<file path="config.mk">
export PLATFORM = sky130hd
export DESIGN_NAME = priority_message_queue
export DESIGN_NICKNAME = d
export VERILOG_FILES = /design/src/rtl/pmq_pkg.sv /design/src/rtl/pmq_ctrl.sv /design/src/rtl/pmq_datapath.sv /design/src/rtl/priority_message_queue.sv
export SDC_FILE = /design/constraint.sdc
export NUM_CORES = 2
export LEC_CHECK = 0
export ABC_AREA = 1
export BUFFER_PORTS_ARGS = -buffer_cell sky130_fd_sc_hd__buf_2
export CELL_PAD_IN_SITES_DETAIL_PLACEMENT = 1
export CELL_PAD_IN_SITES_GLOBAL_PLACEMENT = 2
export CORE_MARGIN = 5
export CORE_UTILIZATION = 35
export DETAILED_ROUTE_END_ITERATION = 8
export PLACE_DENSITY = 0.73
export SETUP_SLACK_MARGIN = 0.1
export SLEW_MARGIN = 20
export SYNTH_ARGS = -nofsm -noshare
export SYNTH_HDL_FRONTEND = slang
export SYNTH_SLANG_ARGS = --single-unit
export TNS_END_PERCENT = 1
</file>
<file path="constraint.sdc">
create_clock -name clk -period 17.5 [get_ports clk]
set_input_delay 3.5 -clock clk [delete_from_list [all_inputs] [get_ports clk]]
set_output_delay 3.5 -clock clk [all_outputs]
set_load 0.05 [all_outputs]
</file>
<file path="src/rtl/pmq_pkg.sv">
package pmq_pkg;

  localparam int PMQ_DEPTH      = 16;
  localparam int PMQ_LOWEST_PRI = 3;

  typedef enum logic [2:0] {
    MODE_ENQ    = 3'd0,
    MODE_DEQ    = 3'd1,
    MODE_PEEK   = 3'd2,
    MODE_SEARCH = 3'd3,
    MODE_DELETE = 3'd4,
    MODE_UPDATE = 3'd5,
    MODE_LAST   = 3'd6
  } mode_t;

  typedef enum logic [2:0] {
    STAT_OK     = 3'd0,
    STAT_NONE   = 3'd1,
    STAT_DUP    = 3'd2,
    STAT_BADPRI = 3'd3,
    STAT_FULL   = 3'd4
  } status_t;

  typedef enum logic [1:0] {
    ST_IDLE = 2'd0,
    ST_EVAL = 2'd1,
    ST_INS  = 2'd2
  } state_t;

  typedef struct packed {
    mode_t       mode;
    logic [15:0] msg_id;
    logic [2:0]  msg_priority;
    logic [31:0] msg_payload;
  } pmq_in_t;

  typedef struct packed {
    status_t     status;
    logic [15:0] out_id;
    logic [1:0]  out_priority;
    logic [31:0] out_payload;
    logic [4:0]  occupancy;
  } pmq_out_t;

  typedef struct packed {
    logic load;
    logic eval;
    logic ins;
  } pmq_ctl_t;

  typedef struct packed {
    logic needs_ins;
  } pmq_sts_t;

endpackage

</file>
<file path="src/rtl/pmq_ctrl.sv">
module pmq_ctrl (
  input  logic              clk,
  input  logic              rst_n,
  input  logic              start,
  input  pmq_pkg::pmq_sts_t sts,
  output logic              busy,
  output pmq_pkg::pmq_ctl_t ctl
);
  import pmq_pkg::*;

  state_t state_r, state_nxt;

  always_ff @(posedge clk) begin
    if (!rst_n) begin
      state_r <= ST_IDLE;
    end else begin
      state_r <= state_nxt;
    end
  end

  always_comb begin
    state_nxt = state_r;
    case (state_r)
      ST_IDLE: begin
        if (start) state_nxt = ST_EVAL;
      end
      ST_EVAL: begin
        state_nxt = sts.needs_ins ? ST_INS : ST_IDLE;
      end
      ST_INS: begin
        state_nxt = ST_IDLE;
      end
      default: begin
        state_nxt = ST_IDLE;
      end
    endcase
  end

  always_comb begin
    busy     = 1'b1;
    ctl.load = 1'b0;
    ctl.eval = 1'b0;
    ctl.ins  = 1'b0;
    case (state_r)
      ST_IDLE: begin
        busy     = 1'b0;
        ctl.load = start;
      end
      ST_EVAL: begin
        ctl.eval = 1'b1;
      end
      ST_INS: begin
        ctl.ins = 1'b1;
      end
      default: begin
        busy = 1'b1;
      end
    endcase
  end

endmodule

</file>
<file path="src/rtl/pmq_datapath.sv">
module pmq_datapath #(
  parameter int QUEUE_DEPTH     = pmq_pkg::PMQ_DEPTH,
  parameter int LOWEST_PRIORITY = pmq_pkg::PMQ_LOWEST_PRI
) (
  input  logic              clk,
  input  logic              rst_n,
  input  pmq_pkg::pmq_ctl_t ctl,
  input  pmq_pkg::pmq_in_t  in_data,
  output pmq_pkg::pmq_sts_t sts,
  output logic              out_valid,
  output pmq_pkg::pmq_out_t out_data
);
  import pmq_pkg::*;

  localparam int CW = $clog2(QUEUE_DEPTH + 1);
  localparam int PW = $clog2(LOWEST_PRIORITY + 1);

  pmq_in_t         cmd_r;
  logic [15:0]     id_r  [QUEUE_DEPTH];
  logic [PW-1:0]   pri_r [QUEUE_DEPTH];
  logic [31:0]     pay_r [QUEUE_DEPTH];
  logic [15:0]     id_nxt  [QUEUE_DEPTH];
  logic [PW-1:0]   pri_nxt [QUEUE_DEPTH];
  logic [31:0]     pay_nxt [QUEUE_DEPTH];
  logic [CW-1:0]   count_r, count_nxt;
  logic [15:0]     sent_id_r;
  logic [PW-1:0]   sent_pri_r;
  logic [31:0]     sent_pay_r;
  logic            sent_valid_r;
  logic            sent_load;
  logic            out_valid_r;
  pmq_out_t        out_r;
  pmq_out_t        res;

  logic [QUEUE_DEPTH-1:0] match;
  logic [QUEUE_DEPTH-1:0] above;
  logic [QUEUE_DEPTH-1:0] ge;
  logic [QUEUE_DEPTH-1:0] rm_mask;
  logic [QUEUE_DEPTH-1:0] pri_col [PW];
  logic [QUEUE_DEPTH-1:0] pay_col [32];
  logic [PW-1:0]          hit_pri;
  logic [31:0]            hit_pay;
  logic [PW-1:0]          cmd_pri;
  logic [2:0]             hit_pri3, head_pri3, sent_pri3;
  logic                   found, pri_ok, full, empty;
  logic                   do_rm, do_ins, res_load;

  assign cmd_pri   = cmd_r.msg_priority[PW-1:0];
  assign found     = |match;
  assign pri_ok    = (cmd_r.msg_priority >= 3'd1) &&
                     (cmd_r.msg_priority <= 3'(LOWEST_PRIORITY));
  assign full      = (count_r == CW'(QUEUE_DEPTH));
  assign empty     = (count_r == '0);
  assign hit_pri3  = 3'(hit_pri);
  assign head_pri3 = 3'(pri_r[0]);
  assign sent_pri3 = 3'(sent_pri_r);

  // parallel compares and per-cell shift muxes
  for (genvar i = 0; i < QUEUE_DEPTH; i++) begin : g_cell
    logic [15:0]   up_id, dn_id;
    logic [PW-1:0] up_pri, dn_pri;
    logic [31:0]   up_pay, dn_pay;
    logic          ge_prev;

    assign match[i] = (CW'(i) < count_r) && (id_r[i] == cmd_r.msg_id);
    assign above[i] = |match[i:0];
    assign ge[i]    = (CW'(i) >= count_r) || (pri_r[i] > cmd_pri);

    for (genvar b = 0; b < PW; b++) begin : g_prb
      assign pri_col[b][i] = match[i] & pri_r[i][b];
    end
    for (genvar b = 0; b < 32; b++) begin : g_pyb
      assign pay_col[b][i] = match[i] & pay_r[i][b];
    end

    if (i == QUEUE_DEPTH - 1) begin : g_top
      assign up_id  = id_r[i];
      assign up_pri = pri_r[i];
      assign up_pay = pay_r[i];
    end else begin : g_mid
      assign up_id  = id_r[i+1];
      assign up_pri = pri_r[i+1];
      assign up_pay = pay_r[i+1];
    end

    if (i == 0) begin : g_bot
      assign dn_id   = id_r[i];
      assign dn_pri  = pri_r[i];
      assign dn_pay  = pay_r[i];
      assign ge_prev = 1'b0;
    end else begin : g_low
      assign dn_id   = id_r[i-1];
      assign dn_pri  = pri_r[i-1];
      assign dn_pay  = pay_r[i-1];
      assign ge_prev = ge[i-1];
    end

    always_comb begin
      id_nxt[i]  = id_r[i];
      pri_nxt[i] = pri_r[i];
      pay_nxt[i] = pay_r[i];
      if (do_rm && rm_mask[i]) begin
        id_nxt[i]  = up_id;
        pri_nxt[i] = up_pri;
        pay_nxt[i] = up_pay;
      end else if (do_ins && ge[i]) begin
        if (ge_prev) begin
          id_nxt[i]  = dn_id;
          pri_nxt[i] = dn_pri;
          pay_nxt[i] = dn_pay;
        end else begin
          id_nxt[i]  = cmd_r.msg_id;
          pri_nxt[i] = cmd_pri;
          pay_nxt[i] = cmd_r.msg_payload;
        end
      end
    end
  end

  for (genvar b = 0; b < PW; b++) begin : g_hpr
    assign hit_pri[b] = |pri_col[b];
  end
  for (genvar b = 0; b < 32; b++) begin : g_hpy
    assign hit_pay[b] = |pay_col[b];
  end

  always_comb begin
    do_rm         = 1'b0;
    do_ins        = 1'b0;
    rm_mask       = above;
    sent_load     = 1'b0;
    sts.needs_ins = 1'b0;
    count_nxt     = count_r;
    res.status       = STAT_NONE;
    res.out_id       = '0;
    res.out_priority = '0;
    res.out_payload  = '0;
    if (ctl.ins) begin
      do_ins           = 1'b1;
      count_nxt        = count_r + 1'b1;
      res.status       = STAT_OK;
      res.out_id       = cmd_r.msg_id;
      res.out_priority = cmd_r.msg_priority[1:0];
      res.out_payload  = cmd_r.msg_payload;
    end else if (ctl.eval) begin
      case (cmd_r.mode)
        MODE_ENQ: begin
          if (found) begin
            res.status = STAT_DUP;
          end else if (!pri_ok) begin
            res.status = STAT_BADPRI;
          end else if (full) begin
            res.status = STAT_FULL;
          end else begin
            do_ins           = 1'b1;
            count_nxt        = count_r + 1'b1;
            res.status       = STAT_OK;
            res.out_id       = cmd_r.msg_id;
            res.out_priority = cmd_r.msg_priority[1:0];
            res.out_payload  = cmd_r.msg_payload;
          end
        end
        MODE_DEQ, MODE_PEEK: begin
          if (!empty) begin
            res.status       = STAT_OK;
            res.out_id       = id_r[0];
            res.out_priority = head_pri3[1:0];
            res.out_payload  = pay_r[0];
            if (cmd_r.mode == MODE_DEQ) begin
              sent_load = 1'b1;
              do_rm     = 1'b1;
              rm_mask   = '1;
              count_nxt = count_r - 1'b1;
            end
          end
        end
        MODE_SEARCH, MODE_DELETE: begin
          if (found) begin
            res.status       = STAT_OK;
            res.out_id       = cmd_r.msg_id;
            res.out_priority = hit_pri3[1:0];
            res.out_payload  = hit_pay;
            if (cmd_r.mode == MODE_DELETE) begin
              do_rm     = 1'b1;
              count_nxt = count_r - 1'b1;
            end
          end
        end
        MODE_UPDATE: begin
          if (!found) begin
            res.status = STAT_NONE;
          end else if (!pri_ok) begin
            res.status = STAT_BADPRI;
          end else begin
            do_rm         = 1'b1;
            count_nxt     = count_r - 1'b1;
            sts.needs_ins = 1'b1;
          end
        end
        MODE_LAST: begin
          if (sent_valid_r) begin
            res.status       = STAT_OK;
            res.out_id       = sent_id_r;
            res.out_priority = sent_pri3[1:0];
            res.out_payload  = sent_pay_r;
          end
        end
        default: begin
          res.status = STAT_NONE;
        end
      endcase
    end
    res.occupancy = 5'(count_nxt);
    res_load = ctl.ins || (ctl.eval && !sts.needs_ins);
  end

  always_ff @(posedge clk) begin
    if (ctl.load) cmd_r <= in_data;
    for (int i = 0; i < QUEUE_DEPTH; i++) begin
      id_r[i]  <= id_nxt[i];
      pri_r[i] <= pri_nxt[i];
      pay_r[i] <= pay_nxt[i];
    end
    if (res_load) out_r <= res;
  end

  always_ff @(posedge clk) begin
    if (!rst_n) begin
      count_r      <= '0;
      sent_id_r    <= '0;
      sent_pri_r   <= '0;
      sent_pay_r   <= '0;
      sent_valid_r <= 1'b0;
      out_valid_r  <= 1'b0;
    end else begin
      count_r     <= count_nxt;
      out_valid_r <= res_load;
      if (sent_load) begin
        sent_id_r    <= id_r[0];
        sent_pri_r   <= pri_r[0];
        sent_pay_r   <= pay_r[0];
        sent_valid_r <= 1'b1;
      end
    end
  end

  assign out_valid = out_valid_r;
  assign out_data  = out_r;

endmodule

</file>
<file path="src/rtl/priority_message_queue.sv">
// a request is loaded in IDLE and EVAL registers its result, but an update
// goes on to INS to re-insert; busy is high, and no request taken, outside IDLE
// the update re-insert takes a second pass through the sorted cell chain
// synchronous active-low reset empties the queue and clears the last-sent record
// results are strobed for one cycle; the receiver cannot stall
module priority_message_queue #(
  parameter int QUEUE_DEPTH     = pmq_pkg::PMQ_DEPTH,
  parameter int LOWEST_PRIORITY = pmq_pkg::PMQ_LOWEST_PRI
) (
  input  logic              clk,
  input  logic              rst_n,
  input  logic              start,
  output logic              busy,
  input  pmq_pkg::pmq_in_t  in_data,
  output logic              out_valid,
  output pmq_pkg::pmq_out_t out_data
);
  import pmq_pkg::*;

  pmq_ctl_t ctl;
  pmq_sts_t sts;

  pmq_ctrl u_ctrl (
    .clk   (clk),
    .rst_n (rst_n),
    .start (start),
    .sts   (sts),
    .busy  (busy),
    .ctl   (ctl)
  );

  pmq_datapath #(
    .QUEUE_DEPTH     (QUEUE_DEPTH),
    .LOWEST_PRIORITY (LOWEST_PRIORITY)
  ) u_datapath (
    .clk       (clk),
    .rst_n     (rst_n),
    .ctl       (ctl),
    .in_data   (in_data),
    .sts       (sts),
    .out_valid (out_valid),
    .out_data  (out_data)
  );

endmodule

</file>
# Yosys cells after proc, flatten, opt, wreduce, memory -nomap -nowiden
# Memories as Yosys holds them, arrays and structs flattened.
# Cells that the tools add are included.
[word_totals]
ff_bits = 171
ramBits = 800
in_bits = 57
wordCells = 967
n_memories = 3
[memory_table]
columns = ["name", "depth", "width", "read_ports", "rd_clocked_by_memory_dff", "write_ports", "line_no", "text"]
rows = [
  ["u_datapath.pay_r", 16, 32, 16, 0, 16, "pmq_datapath.sv:21", "logic [31:0] pay_r [QUEUE_DEPTH];"],
  ["u_datapath.id_r", 16, 16, 16, 0, 16, "pmq_datapath.sv:19", "logic [15:0] id_r [QUEUE_DEPTH];"],
  ["u_datapath.pri_r", 16, 2, 16, 0, 16, "pmq_datapath.sv:20", "logic [PW-1:0] pri_r [QUEUE_DEPTH];"],
]
[op_classes]
n_addsub = 2
n_lt_le_gt_ge = 50
eq_ne = 26
muxes = 201
n_bitwise = 545
n_reduce_logical = 123
[op_table]
columns = ["cell", "count"]
rows = [
  ["two-way mux 32 bit", 47],
  ["two-way mux 16 bit", 52],
  ["OR reduction 16 bit", 35],
  ["bitwise AND 1 bit", 544],
  ["equality test 16 bit", 16],
  ["two-way mux 51 bit", 4],
  ["two-way mux 50 bit", 4],
  ["case mux 50 bit (4 select lines)", 1],
  ["two-way mux 2 bit", 50],
  ["two-way mux 5 bit", 11],
  ["logical AND 1 bit", 50],
  ["greater-or-equal comparator 4 x 5 -> 1 bit (first input constant)", 8],
  ["< comparator 4 x 5 -> 1 bit (first input constant)", 8],
  ["greater-than comparator 2 bit", 16],
  ["two-way mux 1 bit", 24],
  ["greater-or-equal comparator 3 x 5 -> 1 bit (first input constant)", 4],
  ["< comparator 3 x 5 -> 1 bit (first input constant)", 4],
  ["case mux 5 bit (4 select lines)", 1],
  ["logical OR 1 bit", 17],
  ["case mux 3 bit (5 select lines)", 1],
  ["OR reduction 15 bit", 1],
  ["OR reduction 14 bit", 1],
  ["OR reduction 13 bit", 1],
  ["two-way mux 3 bit", 4],
  ["33 further kinds", 43],
]

# Longest topological paths before layout
# An unclocked memory read counts as a cell.
[logic_depth]
depth_word = 11
mapped_depth = 24
ltp_nobuf = 19

# Hierarchy
# Synthesis repeated with hierarchy kept, for this count alone.
[unflattened]
cells_unflattened = 7787
area_unflattened_um2 = 59668.5
[modules_own_cells]
columns = ["module", "instances", "cells_per_inst", "area_per_inst_um2", "seq_area_each_um2"]
rows = [
  ["pmq_datapath", 1, 7773, 59569.6, 28527.4],
  ["pmq_ctrl", 1, 14, 98.8, 40.0],
]

# Worst setup path before layout
# Ideal clock, no wire load.
[synth_path]
path_type = "input-to-reg"
start = "input port start"
end = "register u_datapath.cmd_r (netlist bit u_datapath.cmd_pri[0]) (enable)"
setup_ns = 0.466
arrival_ns = 5.801
t_required_ns = 17.034
path_slack_ns = 11.234
cell_stages = 2
n_path_buf = 0
cell_sequence = "inv_1 nor2_1"
[synth_lines]
columns = ["element", "line_no", "text"]
rows = [
  ["start: declaration", "priority_message_queue.sv:12", "input logic start,"],
  ["end signal: assignment", "pmq_datapath.sv:218", "if (ctl.load) cmd_r <= in_data;"],
  ["end: declaration", "pmq_datapath.sv:18", "pmq_in_t cmd_r;"],
]

==> impl_metrics.toml <==
[drt]
post-route-drc-count = 0
drt.antenna.violating_nets = 0
routed_wire_length_per_instance_um = 29.2
drt_iter0_drc = 6101
firstDrtPassIters = 5
drt-total-wl_mm = 294
via_count = 57814
viasPerCell = 5.74

[clock_tree]
cts.sinks = 971
cts_root_buf = "sky130_fd_sc_hd__clkbuf_16"
ctsHtreeMaxLevel = 3
cts_max_path_bufs = 3
tritoncts = "yes"
post-cts-setup-buffer-count = 0
postCtsHoldBufs = 0
clk-insertion-delay-late_ns = 0.80
cts.reportedPaths.clkPinSlew_ns = 0.07
numCtsBuffers = 120
cts_repair_resize_count = 0

[logic_synthesis]
synthCells = 7921
syn-num-nets = 8015
synth.ff_latch_count = 971
synth_most_common_cell = "sky130_fd_sc_hd__nand2_1"
syn_avg_cell_area_um2 = 7.52
yosys.area.top_type_share_pct = 46.0
synth-async-reset-ratio_pct = 0
synth_enable_flop_cells = 912
synth_top_cells_by_count = "sky130_fd_sc_hd__nand2_1, sky130_fd_sc_hd__o21ai_0, sky130_fd_sc_hd__edfxtp_1"
ys_seq_area_share_pct = 48.0
post_synth_main_area_contributors = "sky130_fd_sc_hd__edfxtp_1, sky130_fd_sc_hd__nand2_1, sky130_fd_sc_hd__o21ai_0"
synth.cell_area_um2 = 59600
synth_largest_area_cell = "sky130_fd_sc_hd__edfxtp_1"
synth_cell_type_count = 51
synth-warning-count = 0
dominantRegCellSynth = "sky130_fd_sc_hd__edfxtp_1"

[timing]
slew-limit-headroom_pct = 14.1
clock_skew_ns = 0.0569
rsz0062_at_grt = "no"
final_period_minus_worst_setup_slack_ns = 6.94
final-setup-viol-count = 0
min_period_over_period_pct = 39.7
fmax_achieved_mhz = 144
timing.final.ws_setup_ns = 10.56
setup_total_negative_slack_ns = 0
worst_slew_pin_slew_ns = 1.29
final-hold-violation-count = 0
final_max_slew_viol_count = 0

[critical_path]
critical_path_arrival_ns = 7.35
timing.critical_path.fanout_max = 56
slowest_stage = "sky130_fd_sc_hd__edfxtp_1"
crit_path_start_kind = "flip-flop"
cpMostUsedCell = "sky130_fd_sc_hd__nand2_1"
cp_slowest_stage_delay_ns = 0.97
worst-setup-path-type = "flip-flop to flip-flop"
ordered_cell_list_for_the_critical_path = "inv_1 > nand2_1 > nand2_1 > nor2_1 > nand2_1 > nor2_1 > nand3_2 > nand2_1 > inv_1 > nand2_1 > nor2_4 > nand2_4 > nand2_2 > nand3_2 > nand2_2 > inv_4 > nand2_4 > nand2_4 > buf_4"
timing.critical_path.required_ns = 17.91
cp-end-kind = "flip-flop"

[flow_run]
cap_violations = 0

[power_and_ir_drop]
finalPower_w = 0.00583
total_leakage_power_nw = 29.2
power_per_cell_area_nw_per_um2 = 88.3
vdd_ir_drop_max_mv = 0.0785

[global_routing]
grt_max_degree = 79
grt_antenna_before_repair = 6
grt_pass1_wl_mm = 416
grt.total_usage_pct = 31.7
grt_pass1_vias = 57438
globalRouteOverflowTotal = 0

[finish]
multi_input_area_um2 = 25800
seq_area_um2 = 28600
fillerInstances = 20595
nets = 7839
areaGrowthSynthToFinish_pct = 10.8
final_core_utilization_pct = 39.0
drive_above_1_share_pct = 7.13
final_area_um2 = 66000

[place]
placement.io_buffers = 116
globalplace.congestion = 0.886
hpwl_mm = 182
dpl_cell_area_um2 = 61900
setup_ws_pre_cts_ns = 10.70

[die]
initial_core_utilization_pct = 35.2
floorplan.die.width_um = 422
die-area_um2 = 178000
pin_count = 117
rows = 151
floorplan.die.height_um = 422
core_area_um2 = 169000

[status]
status = "finished clean"

[hold_path]
hp-class = "flip-flop to flip-flop"
-- critical path: cells and delay by family, from the launching register on --
| family | cells | cell delay [ns] |
|---|---|---|
| flip-flops | 1 | 0.97 |
| AND/OR/NAND/NOR | 15 | 3.32 |
| buffers and inverters | 4 | 2.14 |
-- logic make-up after synthesis --
family | Yosys count | synth area share [%]
buf+inv | 1398 | 9.50
fa+ha+maj | 37 | 0.777
xor+xnor | 101 | 1.49
compound gates | 1966 | 17.6
flops | 971 | 48.0
simple gates | 3448 | 22.7
-- state kept, by name (all words and copies together), names as in the netlist --
register,cells
u_datapath.cmd_r,52
u_datapath.count_r,5
u_datapath.sent_id_r,16
u_datapath.sent_pri_r,2
u_datapath.sent_valid_r,1
u_datapath.pay_r,512
u_datapath.cmd_pri,2
u_datapath.sent_pay_r,32
u_datapath.out_data,58
u_ctrl.state_r,2
u_datapath.out_valid,1
u_datapath.pri_r,32
u_datapath.id_r,256
-- power by group --
| group | internal [W] | total, W | switching [W] | leakage (nW) |
|---|---|---|---|---|
| logic | 0.000142 | 0.000582 | 0.000439 | 18.5 |
| clock network | 0.00150 | 0.00265 | 0.00115 | 1.96 |
| registers | 0.00257 | 0.00260 | 0.0000253 | 8.76 |
-- path summary, 6_finish.rpt --
kind                            slack (ns)                      end                     from  cells past startpoint
worst max-delay path                 10.56  u_datapath.pay_r[1][17]     u_datapath.cmd_r[48]                     19
worst min-delay path                  0.51  u_datapath.sent_valid_r  u_datapath.sent_valid_r                      2
worst max register to register       10.56  u_datapath.pay_r[1][17]     u_datapath.cmd_r[48]                     19
worst min register to register        0.51  u_datapath.sent_valid_r  u_datapath.sent_valid_r                      2
-- routing by layer --
| metal | routed length (µm) | part of all wire (%) | vias up | GRT usage [%] |
|---|---|---|---|---|
| met5 | 13 | 0.0044 | - | 0 |
| met4 | 14300 | 4.9 | 2 | 13.0 |
| met3 | 19300 | 6.6 | 612 | 3.72 |
| met2 | 137000 | 47 | 2355 | 53.2 |
| met1 | 123000 | 42 | 29063 | 41.8 |
| li1 | - | - | 25782 | - |
-- metrics by stage --
stage | std cells | hold WS [ns]
3_3_place_gp | 9840 | 0.469
5_1_grt | 10068 | 0.525
6_report | 10070 | 0.508
4_1_cts | 10067 | 0.503
3_5_place_dp | 9840 | 0.493
2_1_floorplan | 7921 | 0.450
-- area by class of cell --
cell class                      count  share of cell area (%)
Antenna cell                        2                 0.00758
Clock buffer                      156                    4.99
Clock inverter                     71                    1.19
Inverter                          861                    4.91
Multi-Input combinational cell   5552                    39.1
Sequential cell                   971                    43.3
Tap cell                         2218                    4.20
Timing Repair Buffer              239                    2.31
-- placed cells by master (no fill, tap or decap), drive strengths merged, types with 3 or more instances in the layout --
cell type	instances
o2111ai	34
or2	9
nor3	35
o21a	23
edfxtp	912
o22ai	153
ha	37
nor2	512
clkinv	48
a22oi	50
o211ai	5
xnor2	63
xor2	38
o21ai	1550
nor4	10
nand4	45
nor2b	3
nand2b	3
bufinv	12
a21oi	120
nor3b	8
o221ai	4
nand3	136
clkbuf	156
buf	239
o21bai	3
nand2	2670
and2	12
a211oi	15
dfxtp	59
clkinvlp	12
inv	860
(Power assumes the default switching activity.)
